$ cat src/eebw_pkg.sv
// ----------------------------------------------------------------------------
// eebw_pkg: shared types and constants of the EEPROM block writer
// Opcodes, writer phases, register indexes, transaction structs and the
// reflected CCITT CRC byte update.
// ----------------------------------------------------------------------------
package eebw_pkg;

   // field widths
   localparam int OPCODE_W = 2;
   localparam int BYTE_W   = 8;
   localparam int CRC_W    = 16;
   localparam int REG_W    = 12;
   localparam int EADDR_W  = 12;
   localparam int PHASE_W  = 2;
   localparam int CSR_IDX_W = 2;

   // opcodes
   localparam logic [OPCODE_W-1:0] OP_START       = 2'd0;
   localparam logic [OPCODE_W-1:0] OP_READY       = 2'd1;
   localparam logic [OPCODE_W-1:0] OP_VERIFY_BYTE = 2'd2;
   localparam logic [OPCODE_W-1:0] OP_VERIFY_END  = 2'd3;

   // writer phases
   localparam logic [PHASE_W-1:0] PH_IDLE = 2'd0;
   localparam logic [PHASE_W-1:0] PH_DATA = 2'd1;
   localparam logic [PHASE_W-1:0] PH_CRC  = 2'd2;

   // register indexes
   localparam logic [CSR_IDX_W-1:0] CSR_DATA_BASE_ADDR = 2'd0;
   localparam logic [CSR_IDX_W-1:0] CSR_CRC_ADDR       = 2'd1;
   localparam logic [CSR_IDX_W-1:0] CSR_BLOCK_LENGTH   = 2'd2;

   // crc constants
   localparam logic [CRC_W-1:0] CRC_SEED = 16'hFFFF;
   localparam logic [CRC_W-1:0] CRC_POLY = 16'h8408;

   // number of crc bytes written after the data
   localparam logic [REG_W-1:0] CRC_BYTES = 12'd2;

   typedef struct packed {
      logic [REG_W-1:0] data_base_addr;
      logic [REG_W-1:0] crc_addr;
      logic [REG_W-1:0] block_length;
   } cfg_type;

   typedef struct packed {
      logic [OPCODE_W-1:0] opcode;
      logic [BYTE_W-1:0]   data_byte;
      logic [BYTE_W-1:0]   stored_byte;
      logic [CRC_W-1:0]    stored_crc;
   } req_item_type;

   typedef struct packed {
      logic [EADDR_W-1:0] eeprom_addr;
      logic [BYTE_W-1:0]  write_byte;
      logic               write_enable;
      logic [PHASE_W-1:0] phase;
      logic               job_done;
      logic               crc_ok;
      logic [CRC_W-1:0]   computed_crc;
   } rsp_item_type;

   // one byte of the reflected ccitt update, lsb first
   function automatic logic [CRC_W-1:0] crc_fold(input logic [CRC_W-1:0] crc,
                                                 input logic [BYTE_W-1:0] data);
      logic [CRC_W-1:0] r;
      r = crc ^ {{(CRC_W-BYTE_W){1'b0}}, data};
      for (int i = 0; i < BYTE_W; i++) begin
         if (r[0]) begin
            r = (r >> 1) ^ CRC_POLY;
         end else begin
            r = r >> 1;
         end
      end
      return r;
   endfunction

endpackage

$ cat src/eebw_req_if.sv
// ----------------------------------------------------------------------------
// eebw_req_if: request channel of the EEPROM block writer
// Valid/ready channel carrying one opcode transaction with its bytes.
// ----------------------------------------------------------------------------
interface eebw_req_if;
   import eebw_pkg::*;

   logic                valid;
   logic                ready;
   logic [OPCODE_W-1:0] opcode;
   logic [BYTE_W-1:0]   data_byte;
   logic [BYTE_W-1:0]   stored_byte;
   logic [CRC_W-1:0]    stored_crc;

   modport source (output valid, output opcode, output data_byte,
                   output stored_byte, output stored_crc, input ready);
   modport sink   (input valid, input opcode, input data_byte,
                   input stored_byte, input stored_crc, output ready);
endinterface

$ cat src/eebw_rsp_if.sv
// ----------------------------------------------------------------------------
// eebw_rsp_if: response channel of the EEPROM block writer
// Valid/ready channel carrying one result transaction per request.
// ----------------------------------------------------------------------------
interface eebw_rsp_if;
   import eebw_pkg::*;

   logic                valid;
   logic                ready;
   logic [EADDR_W-1:0]  eeprom_addr;
   logic [BYTE_W-1:0]   write_byte;
   logic                write_enable;
   logic [PHASE_W-1:0]  phase;
   logic                job_done;
   logic                crc_ok;
   logic [CRC_W-1:0]    computed_crc;

   modport source (output valid, output eeprom_addr, output write_byte,
                   output write_enable, output phase, output job_done,
                   output crc_ok, output computed_crc, input ready);
   modport sink   (input valid, input eeprom_addr, input write_byte,
                   input write_enable, input phase, input job_done,
                   input crc_ok, input computed_crc, output ready);
endinterface

$ cat src/eebw_csr.sv
// ----------------------------------------------------------------------------
// eebw_csr: configuration registers
// Holds base address, crc address and block length, written by index.
// ----------------------------------------------------------------------------
module eebw_csr (
   input  logic                          clock,
   input  logic                          reset,
   input  logic                          csr_write_enable,
   input  logic [eebw_pkg::CSR_IDX_W-1:0] csr_index,
   input  logic [eebw_pkg::REG_W-1:0]     csr_write_data,
   output eebw_pkg::cfg_type             cfg
);
   import eebw_pkg::*;

   cfg_type cfg_ff;
   cfg_type cfg_in;

   // register write decode
   always_comb begin
      cfg_in = cfg_ff;
      if (csr_write_enable) begin
         unique case (csr_index)
            CSR_DATA_BASE_ADDR: cfg_in.data_base_addr = csr_write_data;
            CSR_CRC_ADDR:       cfg_in.crc_addr       = csr_write_data;
            CSR_BLOCK_LENGTH:   cfg_in.block_length   = csr_write_data;
            default:            cfg_in = cfg_ff;
         endcase
      end
   end

   always_ff @(posedge clock) begin
      if (reset) begin
         cfg_ff.data_base_addr <= '0;
         cfg_ff.crc_addr       <= '0;
         cfg_ff.block_length   <= 12'd1;
      end else begin
         cfg_ff <= cfg_in;
      end
   end

   assign cfg = cfg_ff;

endmodule

$ cat src/eebw_in_stage.sv
// ----------------------------------------------------------------------------
// eebw_in_stage: request input register
// Captures one request transaction and holds it until the core takes it.
// ----------------------------------------------------------------------------
module eebw_in_stage (
   input  logic                   clock,
   input  logic                   reset,
   input  logic                   req_valid,
   output logic                   req_ready,
   input  eebw_pkg::req_item_type req_item,
   input  logic                   advance,
   output logic                   item_valid,
   output eebw_pkg::req_item_type item
);
   import eebw_pkg::*;

   logic         valid_ff;
   logic         valid_in;
   req_item_type item_ff;

   // free when empty or when the core consumes the held item this cycle
   assign req_ready = !valid_ff || advance;

   always_comb begin
      if (req_valid && req_ready) begin
         valid_in = 1'b1;
      end else if (advance) begin
         valid_in = 1'b0;
      end else begin
         valid_in = valid_ff;
      end
   end

   always_ff @(posedge clock) begin
      if (reset) begin
         valid_ff <= 1'b0;
      end else begin
         valid_ff <= valid_in;
      end
   end

   // payload
   always_ff @(posedge clock) begin
      if (req_valid && req_ready) begin
         item_ff <= req_item;
      end
   end

   assign item_valid = valid_ff;
   assign item       = item_ff;

endmodule

$ cat src/eebw_core.sv
// ----------------------------------------------------------------------------
// eebw_core: writer sequencer, verifier and result register
// Processes one held request per cycle while the result register is free or
// taken, updates writer and verify state and registers the result transaction.
// ----------------------------------------------------------------------------
module eebw_core #(
   parameter int ADDR_BITS = 12
) (
   input  logic                   clock,
   input  logic                   reset,
   input  eebw_pkg::cfg_type      cfg,
   input  logic                   item_valid,
   input  eebw_pkg::req_item_type item,
   output logic                   advance,
   output logic                   rsp_valid,
   input  logic                   rsp_ready,
   output eebw_pkg::rsp_item_type rsp_item
);
   import eebw_pkg::*;

   localparam int WIDE_W = ADDR_BITS + REG_W;

   logic [PHASE_W-1:0]   phase_ff, phase_in;
   logic [ADDR_BITS-1:0] addr_ff, addr_in;
   logic [REG_W-1:0]     left_ff, left_in;
   logic [CRC_W-1:0]     wcrc_ff, wcrc_in;
   logic [CRC_W-1:0]     vcrc_ff, vcrc_in;
   logic                 rsp_valid_ff, rsp_valid_in;
   rsp_item_type         rsp_ff, rsp_in;
   logic                 fire;

   logic [WIDE_W-1:0]    base_wide, crca_wide, addr_out_wide;
   logic [ADDR_BITS-1:0] base_addr, crc_addr;
   logic [ADDR_BITS-1:0] addr_out;
   logic [BYTE_W-1:0]    wbyte;
   logic                 wen, done, ok;
   logic [CRC_W-1:0]     crc_out;

   // pipeline control
   assign advance      = !rsp_valid_ff || rsp_ready;
   assign fire         = item_valid && advance;
   assign rsp_valid_in = advance ? item_valid : rsp_valid_ff;

   // configured addresses wrapped to the address width
   assign base_wide = {{ADDR_BITS{1'b0}}, cfg.data_base_addr};
   assign crca_wide = {{ADDR_BITS{1'b0}}, cfg.crc_addr};
   assign base_addr = base_wide[ADDR_BITS-1:0];
   assign crc_addr  = crca_wide[ADDR_BITS-1:0];

   // next state and result for the held transaction
   always_comb begin
      phase_in = phase_ff;
      addr_in  = addr_ff;
      left_in  = left_ff;
      wcrc_in  = wcrc_ff;
      vcrc_in  = vcrc_ff;
      addr_out = addr_ff;
      wbyte    = '0;
      wen      = 1'b0;
      done     = 1'b0;
      ok       = 1'b0;
      crc_out  = wcrc_ff;
      unique case (item.opcode)
         OP_START: begin
            wcrc_in = CRC_SEED;
            if (cfg.block_length == '0) begin
               phase_in = PH_CRC;
               addr_in  = crc_addr;
               left_in  = CRC_BYTES;
            end else begin
               phase_in = PH_DATA;
               addr_in  = base_addr;
               left_in  = cfg.block_length;
            end
            addr_out = addr_in;
            crc_out  = CRC_SEED;
         end
         OP_READY: begin
            unique case (phase_ff)
               PH_DATA: begin
                  wbyte   = item.data_byte;
                  wcrc_in = crc_fold(wcrc_ff, item.data_byte);
                  addr_in = addr_ff + 1'b1;
                  left_in = left_ff - 1'b1;
                  wen     = (wbyte != item.stored_byte);
                  // last data byte hands over to the crc bytes
                  if (left_ff == 12'd1) begin
                     phase_in = PH_CRC;
                     addr_in  = crc_addr;
                     left_in  = CRC_BYTES;
                  end
               end
               PH_CRC: begin
                  wbyte   = (left_ff == 12'd1) ? wcrc_ff[CRC_W-1:BYTE_W]
                                               : wcrc_ff[BYTE_W-1:0];
                  addr_in = addr_ff + 1'b1;
                  left_in = left_ff - 1'b1;
                  wen     = (wbyte != item.stored_byte);
                  if (left_ff == 12'd1) begin
                     phase_in = PH_IDLE;
                     done     = 1'b1;
                  end
               end
               default: begin
                  phase_in = PH_IDLE;
               end
            endcase
            crc_out = wcrc_in;
         end
         OP_VERIFY_BYTE: begin
            vcrc_in = crc_fold(vcrc_ff, item.data_byte);
            crc_out = vcrc_in;
         end
         OP_VERIFY_END: begin
            crc_out = vcrc_ff;
            ok      = (vcrc_ff == item.stored_crc);
            vcrc_in = CRC_SEED;
         end
         default: begin
            phase_in = phase_ff;
         end
      endcase
   end

   // result assembly, address shown in its low 12 bits
   assign addr_out_wide = {{REG_W{1'b0}}, addr_out};

   always_comb begin
      rsp_in.eeprom_addr  = addr_out_wide[EADDR_W-1:0];
      rsp_in.write_byte   = wbyte;
      rsp_in.write_enable = wen;
      rsp_in.phase        = phase_in;
      rsp_in.job_done     = done;
      rsp_in.crc_ok       = ok;
      rsp_in.computed_crc = crc_out;
   end

   // writer and verifier state
   always_ff @(posedge clock) begin
      if (reset) begin
         phase_ff     <= PH_IDLE;
         addr_ff      <= '0;
         left_ff      <= '0;
         wcrc_ff      <= CRC_SEED;
         vcrc_ff      <= CRC_SEED;
         rsp_valid_ff <= 1'b0;
      end else begin
         rsp_valid_ff <= rsp_valid_in;
         if (fire) begin
            phase_ff <= phase_in;
            addr_ff  <= addr_in;
            left_ff  <= left_in;
            wcrc_ff  <= wcrc_in;
            vcrc_ff  <= vcrc_in;
         end
      end
   end

   // result payload
   always_ff @(posedge clock) begin
      if (fire) begin
         rsp_ff <= rsp_in;
      end
   end

   assign rsp_valid = rsp_valid_ff;
   assign rsp_item  = rsp_ff;

   // a finished job leaves the writer idle
   a_done_idle: assert property (@(posedge clock) disable iff (reset)
      rsp_valid_ff && rsp_ff.job_done |-> rsp_ff.phase == PH_IDLE)
      else $error("job_done reported with writer not idle");

   // crc phase only ever has one or two bytes left
   a_crc_left: assert property (@(posedge clock) disable iff (reset)
      phase_ff == PH_CRC |-> (left_ff == 12'd1 || left_ff == 12'd2))
      else $error("crc phase with bad byte count");

   // a compare result never comes with a programming request
   a_ok_no_write: assert property (@(posedge clock) disable iff (reset)
      rsp_valid_ff && rsp_ff.crc_ok |-> !rsp_ff.write_enable && !rsp_ff.job_done)
      else $error("crc_ok together with write activity");

   // a stalled result freezes the writer state
   a_stall_hold: assert property (@(posedge clock) disable iff (reset)
      rsp_valid_ff && !rsp_ready |=> $stable(phase_ff) && $stable(addr_ff)
                                     && $stable(wcrc_ff) && $stable(vcrc_ff))
      else $error("state changed while result stalled");

endmodule

$ cat src/crc_protected_eeprom_block_writer_unit.sv
// ----------------------------------------------------------------------------
// crc_protected_eeprom_block_writer_unit: CRC-protected EEPROM block writer
// Writes a data block with a trailing CRC-16 and verifies read-back blocks.
// ----------------------------------------------------------------------------
// Usage:
//   req_chan carries one transaction per event: start write, EEPROM ready
//   (new byte plus the byte now stored), verify byte, or verify end with the
//   stored CRC word. rsp_chan returns exactly one result transaction per
//   request: address handled, byte to program, write enable, writer phase,
//   job done, CRC compare result and the running CRC.
//   The csr_ port writes data_base_addr, crc_addr and block_length; write it
//   only while no transaction is in flight.
//   The request is held in the input register, then the CRC byte update and
//   compare feed the result register, where the result waits until it is
//   taken. Throughput is one transaction per cycle while the receiver takes
//   results, set by the single 8-bit CRC fold between those registers.
//   When the receiver stalls, the result is held, the input register still
//   takes one more transaction, and then req_chan.ready drops.
//   Reset (synchronous) empties both registers, sets the writer idle, both
//   CRCs to 0xFFFF and block_length to 1.
// ----------------------------------------------------------------------------
module crc_protected_eeprom_block_writer_unit #(
   parameter int ADDR_BITS = 12
) (
   input  logic                           clock,
   input  logic                           reset,
   eebw_req_if.sink                       req_chan,
   eebw_rsp_if.source                     rsp_chan,
   input  logic                           csr_write_enable,
   input  logic [eebw_pkg::CSR_IDX_W-1:0] csr_index,
   input  logic [eebw_pkg::REG_W-1:0]     csr_write_data
);
   import eebw_pkg::*;

   cfg_type      cfg;
   req_item_type req_item;
   req_item_type item;
   rsp_item_type rsp_item;
   logic         item_valid;
   logic         advance;
   logic         rsp_valid;

   // request payload bundle
   always_comb begin
      req_item.opcode      = req_chan.opcode;
      req_item.data_byte   = req_chan.data_byte;
      req_item.stored_byte = req_chan.stored_byte;
      req_item.stored_crc  = req_chan.stored_crc;
   end

   eebw_csr u_csr (
      .clock            (clock),
      .reset            (reset),
      .csr_write_enable (csr_write_enable),
      .csr_index        (csr_index),
      .csr_write_data   (csr_write_data),
      .cfg              (cfg)
   );

   eebw_in_stage u_in_stage (
      .clock      (clock),
      .reset      (reset),
      .req_valid  (req_chan.valid),
      .req_ready  (req_chan.ready),
      .req_item   (req_item),
      .advance    (advance),
      .item_valid (item_valid),
      .item       (item)
   );

   eebw_core #(
      .ADDR_BITS (ADDR_BITS)
   ) u_core (
      .clock      (clock),
      .reset      (reset),
      .cfg        (cfg),
      .item_valid (item_valid),
      .item       (item),
      .advance    (advance),
      .rsp_valid  (rsp_valid),
      .rsp_ready  (rsp_chan.ready),
      .rsp_item   (rsp_item)
   );

   // response channel drive
   assign rsp_chan.valid        = rsp_valid;
   assign rsp_chan.eeprom_addr  = rsp_item.eeprom_addr;
   assign rsp_chan.write_byte   = rsp_item.write_byte;
   assign rsp_chan.write_enable = rsp_item.write_enable;
   assign rsp_chan.phase        = rsp_item.phase;
   assign rsp_chan.job_done     = rsp_item.job_done;
   assign rsp_chan.crc_ok       = rsp_item.crc_ok;
   assign rsp_chan.computed_crc = rsp_item.computed_crc;

endmodule

$ cat src/flat_wrapper.sv
// flat-port wrapper written by rule: the top's interface ports become plain ports
module crc_protected_eeprom_block_writer_unit_flat import eebw_pkg::*;
#(
   parameter int ADDR_BITS = 12
)
  (clock, reset, csr_write_enable, csr_index, csr_write_data, req_chan_valid, req_chan_opcode, req_chan_data_byte, req_chan_stored_byte, req_chan_stored_crc, req_chan_ready, rsp_chan_valid, rsp_chan_eeprom_addr, rsp_chan_write_byte, rsp_chan_write_enable, rsp_chan_phase, rsp_chan_job_done, rsp_chan_crc_ok, rsp_chan_computed_crc, rsp_chan_ready);
  eebw_req_if req_chan_i ();
  eebw_rsp_if rsp_chan_i ();
  input  logic clock;
  input  logic reset;
  input  logic csr_write_enable;
  input  logic [eebw_pkg::CSR_IDX_W-1:0] csr_index;
  input  logic [eebw_pkg::REG_W-1:0] csr_write_data;
  input wire logic [$bits(req_chan_i.valid)-1:0] req_chan_valid;
  input wire logic [$bits(req_chan_i.opcode)-1:0] req_chan_opcode;
  input wire logic [$bits(req_chan_i.data_byte)-1:0] req_chan_data_byte;
  input wire logic [$bits(req_chan_i.stored_byte)-1:0] req_chan_stored_byte;
  input wire logic [$bits(req_chan_i.stored_crc)-1:0] req_chan_stored_crc;
  output wire logic [$bits(req_chan_i.ready)-1:0] req_chan_ready;
  output wire logic [$bits(rsp_chan_i.valid)-1:0] rsp_chan_valid;
  output wire logic [$bits(rsp_chan_i.eeprom_addr)-1:0] rsp_chan_eeprom_addr;
  output wire logic [$bits(rsp_chan_i.write_byte)-1:0] rsp_chan_write_byte;
  output wire logic [$bits(rsp_chan_i.write_enable)-1:0] rsp_chan_write_enable;
  output wire logic [$bits(rsp_chan_i.phase)-1:0] rsp_chan_phase;
  output wire logic [$bits(rsp_chan_i.job_done)-1:0] rsp_chan_job_done;
  output wire logic [$bits(rsp_chan_i.crc_ok)-1:0] rsp_chan_crc_ok;
  output wire logic [$bits(rsp_chan_i.computed_crc)-1:0] rsp_chan_computed_crc;
  input wire logic [$bits(rsp_chan_i.ready)-1:0] rsp_chan_ready;
  assign req_chan_i.valid = req_chan_valid;
  assign req_chan_i.opcode = req_chan_opcode;
  assign req_chan_i.data_byte = req_chan_data_byte;
  assign req_chan_i.stored_byte = req_chan_stored_byte;
  assign req_chan_i.stored_crc = req_chan_stored_crc;
  assign req_chan_ready = req_chan_i.ready;
  assign rsp_chan_valid = rsp_chan_i.valid;
  assign rsp_chan_eeprom_addr = rsp_chan_i.eeprom_addr;
  assign rsp_chan_write_byte = rsp_chan_i.write_byte;
  assign rsp_chan_write_enable = rsp_chan_i.write_enable;
  assign rsp_chan_phase = rsp_chan_i.phase;
  assign rsp_chan_job_done = rsp_chan_i.job_done;
  assign rsp_chan_crc_ok = rsp_chan_i.crc_ok;
  assign rsp_chan_computed_crc = rsp_chan_i.computed_crc;
  assign rsp_chan_i.ready = rsp_chan_ready;
  crc_protected_eeprom_block_writer_unit #(.ADDR_BITS(ADDR_BITS)) u_core (.clock(clock), .reset(reset), .req_chan(req_chan_i), .rsp_chan(rsp_chan_i), .csr_write_enable(csr_write_enable), .csr_index(csr_index), .csr_write_data(csr_write_data));
endmodule
$ cat config.mk
export PLATFORM = sky130hd
export DESIGN_NAME = crc_protected_eeprom_block_writer_unit_flat
export DESIGN_NICKNAME = d
export VERILOG_FILES = /design/src/eebw_pkg.sv /design/src/eebw_req_if.sv /design/src/eebw_rsp_if.sv /design/src/eebw_csr.sv /design/src/eebw_in_stage.sv /design/src/eebw_core.sv /design/src/crc_protected_eeprom_block_writer_unit.sv /design/src/flat_wrapper.sv
export SDC_FILE = /design/constraint.sdc
export NUM_CORES = 1
export LEC_CHECK = 0
export BUFFER_PORTS_ARGS = -buffer_cell sky130_fd_sc_hd__buf_2
export CAP_MARGIN = 25
export CORE_MARGIN = 8
export CORE_UTILIZATION = 35
export CTS_BUF_LIST = sky130_fd_sc_hd__clkbuf_8 sky130_fd_sc_hd__clkbuf_16
export DETAILED_ROUTE_END_ITERATION = 8
export HOLD_SLACK_MARGIN = 0.06
export PLACE_DENSITY_LB_ADDON = 0.25
export SLEW_MARGIN = 40
export SYNTH_ARGS = -nofsm -noshare
export SYNTH_HDL_FRONTEND = slang
export SYNTH_SLANG_ARGS = --single-unit
export TNS_END_PERCENT = 30
$ cat constraint.sdc
create_clock -name clock -period 3.2 [get_ports clock]
set_clock_uncertainty 0.2 [all_clocks]
set_input_delay 0.32 -clock clock [delete_from_list [all_inputs] [get_ports clock]]
set_output_delay 0.32 -clock clock [all_outputs]
set_load 0.05 [all_outputs]
== After elaboration in Yosys (flattened, before gate mapping) ==
Cells that the tools add are included.
W data, S select, Z words.

* Register bits: 171
* Bits of input ports: 53
* Logic and storage cells: 133

* Add/subtract/negate cells: 2
* Equal/unequal tests: 12
* Mux-type cells: 61
* Bitwise operators: 18
* Reductions and logical operators: 19

{| class="wikitable"
|+ Operators with widths
! operator !! number
|-
| $mux W16 || 38
|-
| $pmux W12 S2 || 4
|-
| $pmux W16 S2 || 2
|-
| $pmux W16 S4 || 1
|-
| $mux W12 || 5
|-
| $not A2 Y3 || 16
|-
| $xor A16 B8 Y16 || 2
|-
| $eq A16 B16 Y1 || 1
|-
| $ne A8 B8 Y1 || 2
|-
| $pmux W8 S2 || 1
|-
| $add A12 B1 Y12 const B || 1
|-
| $eq A12 B1 Y1 const B || 1
|-
| $logic_not A12 Y1 || 1
|-
| $reduce_and A2 Y1 || 6
|-
| $sub A12 B1 Y12 const B || 1
|-
| $eq A2 B2 Y1 const B || 4
|-
| $mux W8 || 1
|-
| $pmux W2 S2 || 2
|-
| $eq A2 B1 Y1 const B || 3
|-
| $mux W2 || 3
|-
| $reduce_bool A2 Y1 || 3
|-
| $logic_not A2 Y1 || 2
|-
| $mux W1 || 3
|-
| $ne A3 B2 Y1 const B || 1
|-
| other kinds (5) || 8
|}

== Longest topological paths before layout ==
* Word-level depth: 33
* Mapped depth: 10
* Gate-level depth less buffers: 7

== Modules after synthesis ==
From an unflattened synthesis, not the netlist that was laid out.

* Cells, all modules: 891
* Area total of the unflattened synthesis: 8978.6 um^2

{| class="wikitable"
|+ By module, submodules not included
! module !! times used !! cells an instance !! area each (um^2) !! seq. area each (um^2)
|-
| eebw_core || 1 || 718 || 6426.2 || 2412.3
|-
| eebw_csr || 1 || 134 || 1476.4 || 720.7
|-
| eebw_in_stage || 1 || 39 || 1076.0 || 1041.0
|}

== Worst setup path before layout ==
Ideal clock, no wire load.

* Path kind: register -> register
* Start: reg u_core.u_core.rsp_valid_ff, in the netlist u_core.u_core.rsp_valid
* End: reg u_core.u_core.vcrc_ff[11]
* Library setup time: 0.120 ns
* Arrival time: 2.402 ns
* Data required time: 2.880 ns
* Path slack: 0.478 ns
* Stages on the path, launching flop included: 7
* Path through: dfxtp_1 nand2b_1 nand2_1 inv_1 nand2_1 buf_1 a211o_1

* Word-level cells in the longest chain between the ends: 4

{| class="wikitable"
|+ Ends and longest elaborated chain
! what !! line !! source
|-
| from (decl) || eebw_core.sv:28 || <nowiki>logic rsp_valid_ff, rsp_valid_in;</nowiki>
|-
| from (signal assigned) || eebw_core.sv:148 || <nowiki>rsp_valid_ff <= rsp_valid_in;</nowiki>
|-
| $logic_not A1 Y1 || eebw_core.sv:40 || <nowiki>assign advance = !rsp_valid_ff || rsp_ready;</nowiki>
|-
| $logic_or A1 B1 Y1 || eebw_core.sv:40 ||
|-
| $logic_and A1 B1 Y1 || eebw_core.sv:41 || <nowiki>assign fire = item_valid && advance;</nowiki>
|-
| named net u_core.u_core.fire || eebw_core.sv:30 || <nowiki>logic fire;</nowiki>
|-
| $reduce_and A2 Y1 (no source line) || n/a ||
|-
| to (signal assigned) || eebw_core.sv:154 || <nowiki>vcrc_ff <= vcrc_in;</nowiki>
|-
| to (decl) || eebw_core.sv:27 || <nowiki>logic [CRC_W-1:0] vcrc_ff, vcrc_in;</nowiki>
|}

The timed path passes the listed nets, and every way through them passes these cells.
A chain may end at the register's enable or synchronous reset.

== Worst setup path in the final report ==
* Start: reg u_core.u_core.left_ff[1]
* End: reg u_core.u_core.rsp_ff, in the netlist u_core.u_core.rsp_item[20], data pin

* Word-level cells in the longest chain between the ends: 4

{| class="wikitable"
|+ Ends and longest elaborated chain
! what !! line !! source
|-
| from (decl) || eebw_core.sv:25 || <nowiki>logic [REG_W-1:0] left_ff, left_in;</nowiki>
|-
| from (signal assigned) || eebw_core.sv:152 || <nowiki>left_ff <= left_in;</nowiki>
|-
| $eq A12 B1 Y1 || eebw_core.sv:94 || <nowiki>wbyte = (left_ff == 12'd1) ? wcrc_ff[CRC_W-1:BYTE_W]</nowiki>
|-
| $mux W8 || eebw_core.sv:94 ||
|-
| $ne A8 B8 Y1 || eebw_core.sv:98 || <nowiki>wen = (wbyte != item.stored_byte);</nowiki>
|-
| $pmux W1 S2 || eebw_core.sv:79 || <nowiki>unique case (phase_ff)</nowiki>
|-
| to (signal assigned) || eebw_core.sv:162 || <nowiki>rsp_ff <= rsp_in;</nowiki>
|-
| to (decl) || eebw_core.sv:29 || <nowiki>rsp_item_type rsp_ff, rsp_in;</nowiki>
|}

Every way passes these cells.

==> PnR_summary.wiki <==
{| class="wikitable"
! Metric !! Value
|-
| Final Total Pwr || 5.48 mW
|-
| Worst-path fanout max || 16
|-
| Max-cap violation count || 0
|-
| Number of cells after detailed placement || 1262
|-
| Seq/Total Area, Yosys || 0.478
|-
| Count of endpoints failing hold in the final timing report || 0
|-
| Floorplan core area || 24800 um^2
|-
| Arrival time worst endpoint || 2.77 ns
|-
| Commonest cells after routing, fill and taps aside || sky130_fd_sc_hd__dfxtp_1 (96), sky130_fd_sc_hd__buf_2 (95), sky130_fd_sc_hd__nand2_1 (89)
|-
| Critical path data required time || 3.16 ns
|-
| Crit path capture type || register
|-
| Pwr Density || 514 nW/um^2
|-
| Buffers inserted during post-CTS setup optimization || 0
|-
| First-pass iteration count of the detailed router || 5
|-
| Final period util || 0.876
|-
| Site row count || 58
|-
| Post-layout instance count excluding filler cells || 1343
|-
| PortBufs || 95
|-
| Number of antenna cells inserted || 0
|-
| Insertion delay of the later-clocked pin in the worst-skew pair || 0.45 ns
|-
| Share of synthesized flip-flops with an asynchronous set or reset || 0
|-
| Number of clock buffers inserted by TritonCTS || 17
|-
| Share of total power in sequential cells || 0.450
|-
| Share of cells above drive strength 1 || 0.188
|-
| Net switching power of the design || 1.67 mW
|-
| Chip width || 174 um
|-
| Buffers from clock root to sink, at most || 2
|-
| Detailed-placement wirelength estimate || 17.3 mm
|-
| Count of state elements after synthesis || 171
|-
| Cells along the critical path || inv_1, ha_1, or3b_2, o41a_1, and3_1, nor4b_1, a41oi_1
|-
| Routed wirelength normalized by instance count || 18.4 um
|-
| Root Buffer Master || sky130_fd_sc_hd__clkbuf_16
|-
| Most common flop cell mapped by yosys || sky130_fd_sc_hd__dfxtp_1
|-
| Setup violations, final || 0
|-
| Count of antenna-violating nets left after detailed routing || 0
|-
| Critical path buffer and inverter count || 1
|-
| Nets@finish || 1058
|-
| Number of standard cells after synthesis || 876
|-
| Library cell contributing the largest single delay on the critical path || sky130_fd_sc_hd__or3b_2
|-
| Maximum clock frequency || 357 MHz
|-
| Total detailed-routing wirelength || 24.8 mm
|-
| Clock tree from TritonCTS || done
|-
| Post-Synthesis Net Count || 934
|-
| Tot GR Track Use || 0.161
|-
| Die outline area || 30300 um^2
|-
| Path type of the worst min-delay path || in2reg
|-
| H-tree depth || 4
|-
| Routed vias || 7111
|-
| Setup TNS after final layout || 0 ns
|-
| Critical path class || reg2reg
|-
| Peak supply drop || 0.353 mV
|-
| Actual slew at the worst max-slew pin || 0.780 ns
|-
| Syn. warnings || 0
|-
| Internal cell power || 3.81 mW
|-
| Number of DRC violations after detailed routing || 0
|-
| Detailed Route Iter0 Violations || 482
|-
| Fin util || 0.430
|-
| Post-layout min period || 2.80 ns
|-
| Number of antenna violations at the first check in global routing || 0
|-
| Synthesized area divided by synthesized cell count || 9.97 um^2
|-
| Family of cells with the greatest summed delay on the critical path || simple AND/OR/NAND/NOR gates
|-
| Die Y || 174 um
|-
| Initial core utilization || 0.352
|-
| Pin count of the biggest net entering global routing || 37
|-
| Slew Limit Headroom || 0.476
|-
| Sw frac || 0.304
|-
| Fraction of power consumed by the clock network || 0.406
|-
| Share of power burned in combinational logic || 0.144
|-
| Final global-route overflow total || 0
|-
| Total I/O pin count || 96
|-
| Result of the run || finished clean
|-
| Netlist area before placement || 8740 um^2
|-
| Leading cell type in the layout, fill and taps excluded || sky130_fd_sc_hd__dfxtp_1
|-
| Post-synthesis cell type count || 75
|-
| Via count of the first global-routing pass || 6883
|-
| RD Place Congestion || 0.853
|-
| Unrepaired setup endpoints after global routing || false
|-
| Clock-pin slew reported for the worst setup and hold paths after clock tree synthesis || 0.08 ns
|-
| Detail-routed via count per cell || 5.29
|-
| Crit-path max cell delay || 0.64 ns
|-
| Max Slew Vio Count || 0
|-
| Static Leak || 3.96 nW
|-
| # clock sinks || 171
|-
| Global-route wire length before repair || 38.9 mm
|-
| Growth of design area from synthesis to finish || 22.1%
|-
| Number of enable-type register cells in the synthesized netlist || 75
|-
| Crit start category || register
|}
## Yosys cell counts (all sizes together) (7+ instances only)
cell	instances	area share
xor2	22	0.022
nand4	7	0.0050
buf	21	0.016
dfxtp	96	0.22
edfxtp	75	0.26
a211o	23	0.023
mux2i	43	0.049
a211oi	15	0.013
nor2b	11	0.0079
nor3	12	0.0074
a31oi	10	0.0072
a22oi	11	0.0095
nand3	16	0.0092
o22ai	8	0.0057
nand2	89	0.038
mux2	9	0.012
clkbuf	43	0.020
a21oi	54	0.031
nor2	75	0.032
o211ai	11	0.0095
nand2b	20	0.014
a31o	7	0.0070
o21ai	27	0.016
xnor2	44	0.044
and3	9	0.0064
inv	11	0.0047
## worst paths after layout
check	from	endpoint	slack (ns)	cells past startpoint
worst max-delay path	u_core.u_core.left_ff[1]$_SDFFE_PP0P_	u_core.u_core.rsp_item[20]$_SDFFCE_PN0P_	0.40	7
worst min-delay path	reset	u_core.u_in_stage.item_valid$_SDFFE_PP0P_	0.20	2
worst max register to register	u_core.u_core.left_ff[1]$_SDFFE_PP0P_	u_core.u_core.rsp_item[20]$_SDFFCE_PN0P_	0.40	7
worst min register to register	u_core.u_csr.cfg[11]$_SDFFE_PP0P_	u_core.u_csr.cfg[11]$_SDFFE_PP0P_	0.28	2
## power by group through the flow
stage          sequential (mW)  combinational (mW)  clock [mW]
4_1_cts                   2.46               0.789        2.28
2_1_floorplan             2.56               0.476           0
5_1_grt                   2.47               0.854        2.36
6_report                  2.46               0.789        2.22
3_5_place_dp              2.51               0.740           0
3_3_place_gp              2.51               0.736           0
## metal layers
| metal | track usage | share of wire | vias to the layer above |
|---|---|---|---|
| met5 | 0 | 0 | - |
| met4 | 0.0452 | 0.016 | 0 |
| met3 | 0.0362 | 0.041 | 27 |
| met2 | 0.267 | 0.48 | 179 |
| met1 | 0.207 | 0.46 | 3436 |
| li1 | - | - | 3469 |
## cell type report
cell class | count | area [um^2]
multi-input cells | 629 | 4220
repair buffers | 169 | 1180
inverters | 12 | 45.0
well taps | 330 | 413
clock inverters | 15 | 216
fillers | 2441 | 14200
flip-flops and latches | 171 | 4170
clock buffers | 17 | 425
## through the flow
| step | instance area [um^2] | setup WS, ns | hold WS [ns] |
|---|---|---|---|
| final | 10700 | 0.396 | 0.204 |
| after global routing | 10700 | 0.199 | 0.214 |
| after CTS | 10700 | 0.385 | 0.193 |
| after detailed placement | 9540 | 0.387 | 0.274 |
| after global placement | 9540 | 0.405 | 0.265 |
| after floorplan | 8740 | 0.478 | 0.219 |
## kinds of logic after synthesis
family	Yosys count	synth area share
AO/OA/AOI/OAI	228	0.188
flip-flops	171	0.478
AND/OR/NAND/NOR	275	0.151
buffers and inverters	76	0.0411
multiplexers	52	0.0609
adder cells (fa/ha/maj)	5	0.00716
XOR/XNOR	69	0.0739
## state kept, by name (all words and copies together) (netlist names)
name,cells
u_core.u_core.vcrc_ff,16
u_core.u_core.rsp_item,41
u_core.u_in_stage.item_valid,1
u_core.u_in_stage.item,34
u_core.u_core.left_ff,12
u_core.u_core.rsp_valid,1
u_core.u_csr.cfg,36
u_core.u_core.phase_ff,2
u_core.u_core.addr_ff,12
u_core.u_core.wcrc_ff,16
## timing repair
action / in CTS / in global routing
hold buffers: 48 / 0
endpoints found under the setup margin: 0 / 0
endpoints found under the hold margin: 72 / 0
gates resized for setup: 0 / 0
Note: power is estimated with default switching activity, not from simulation.
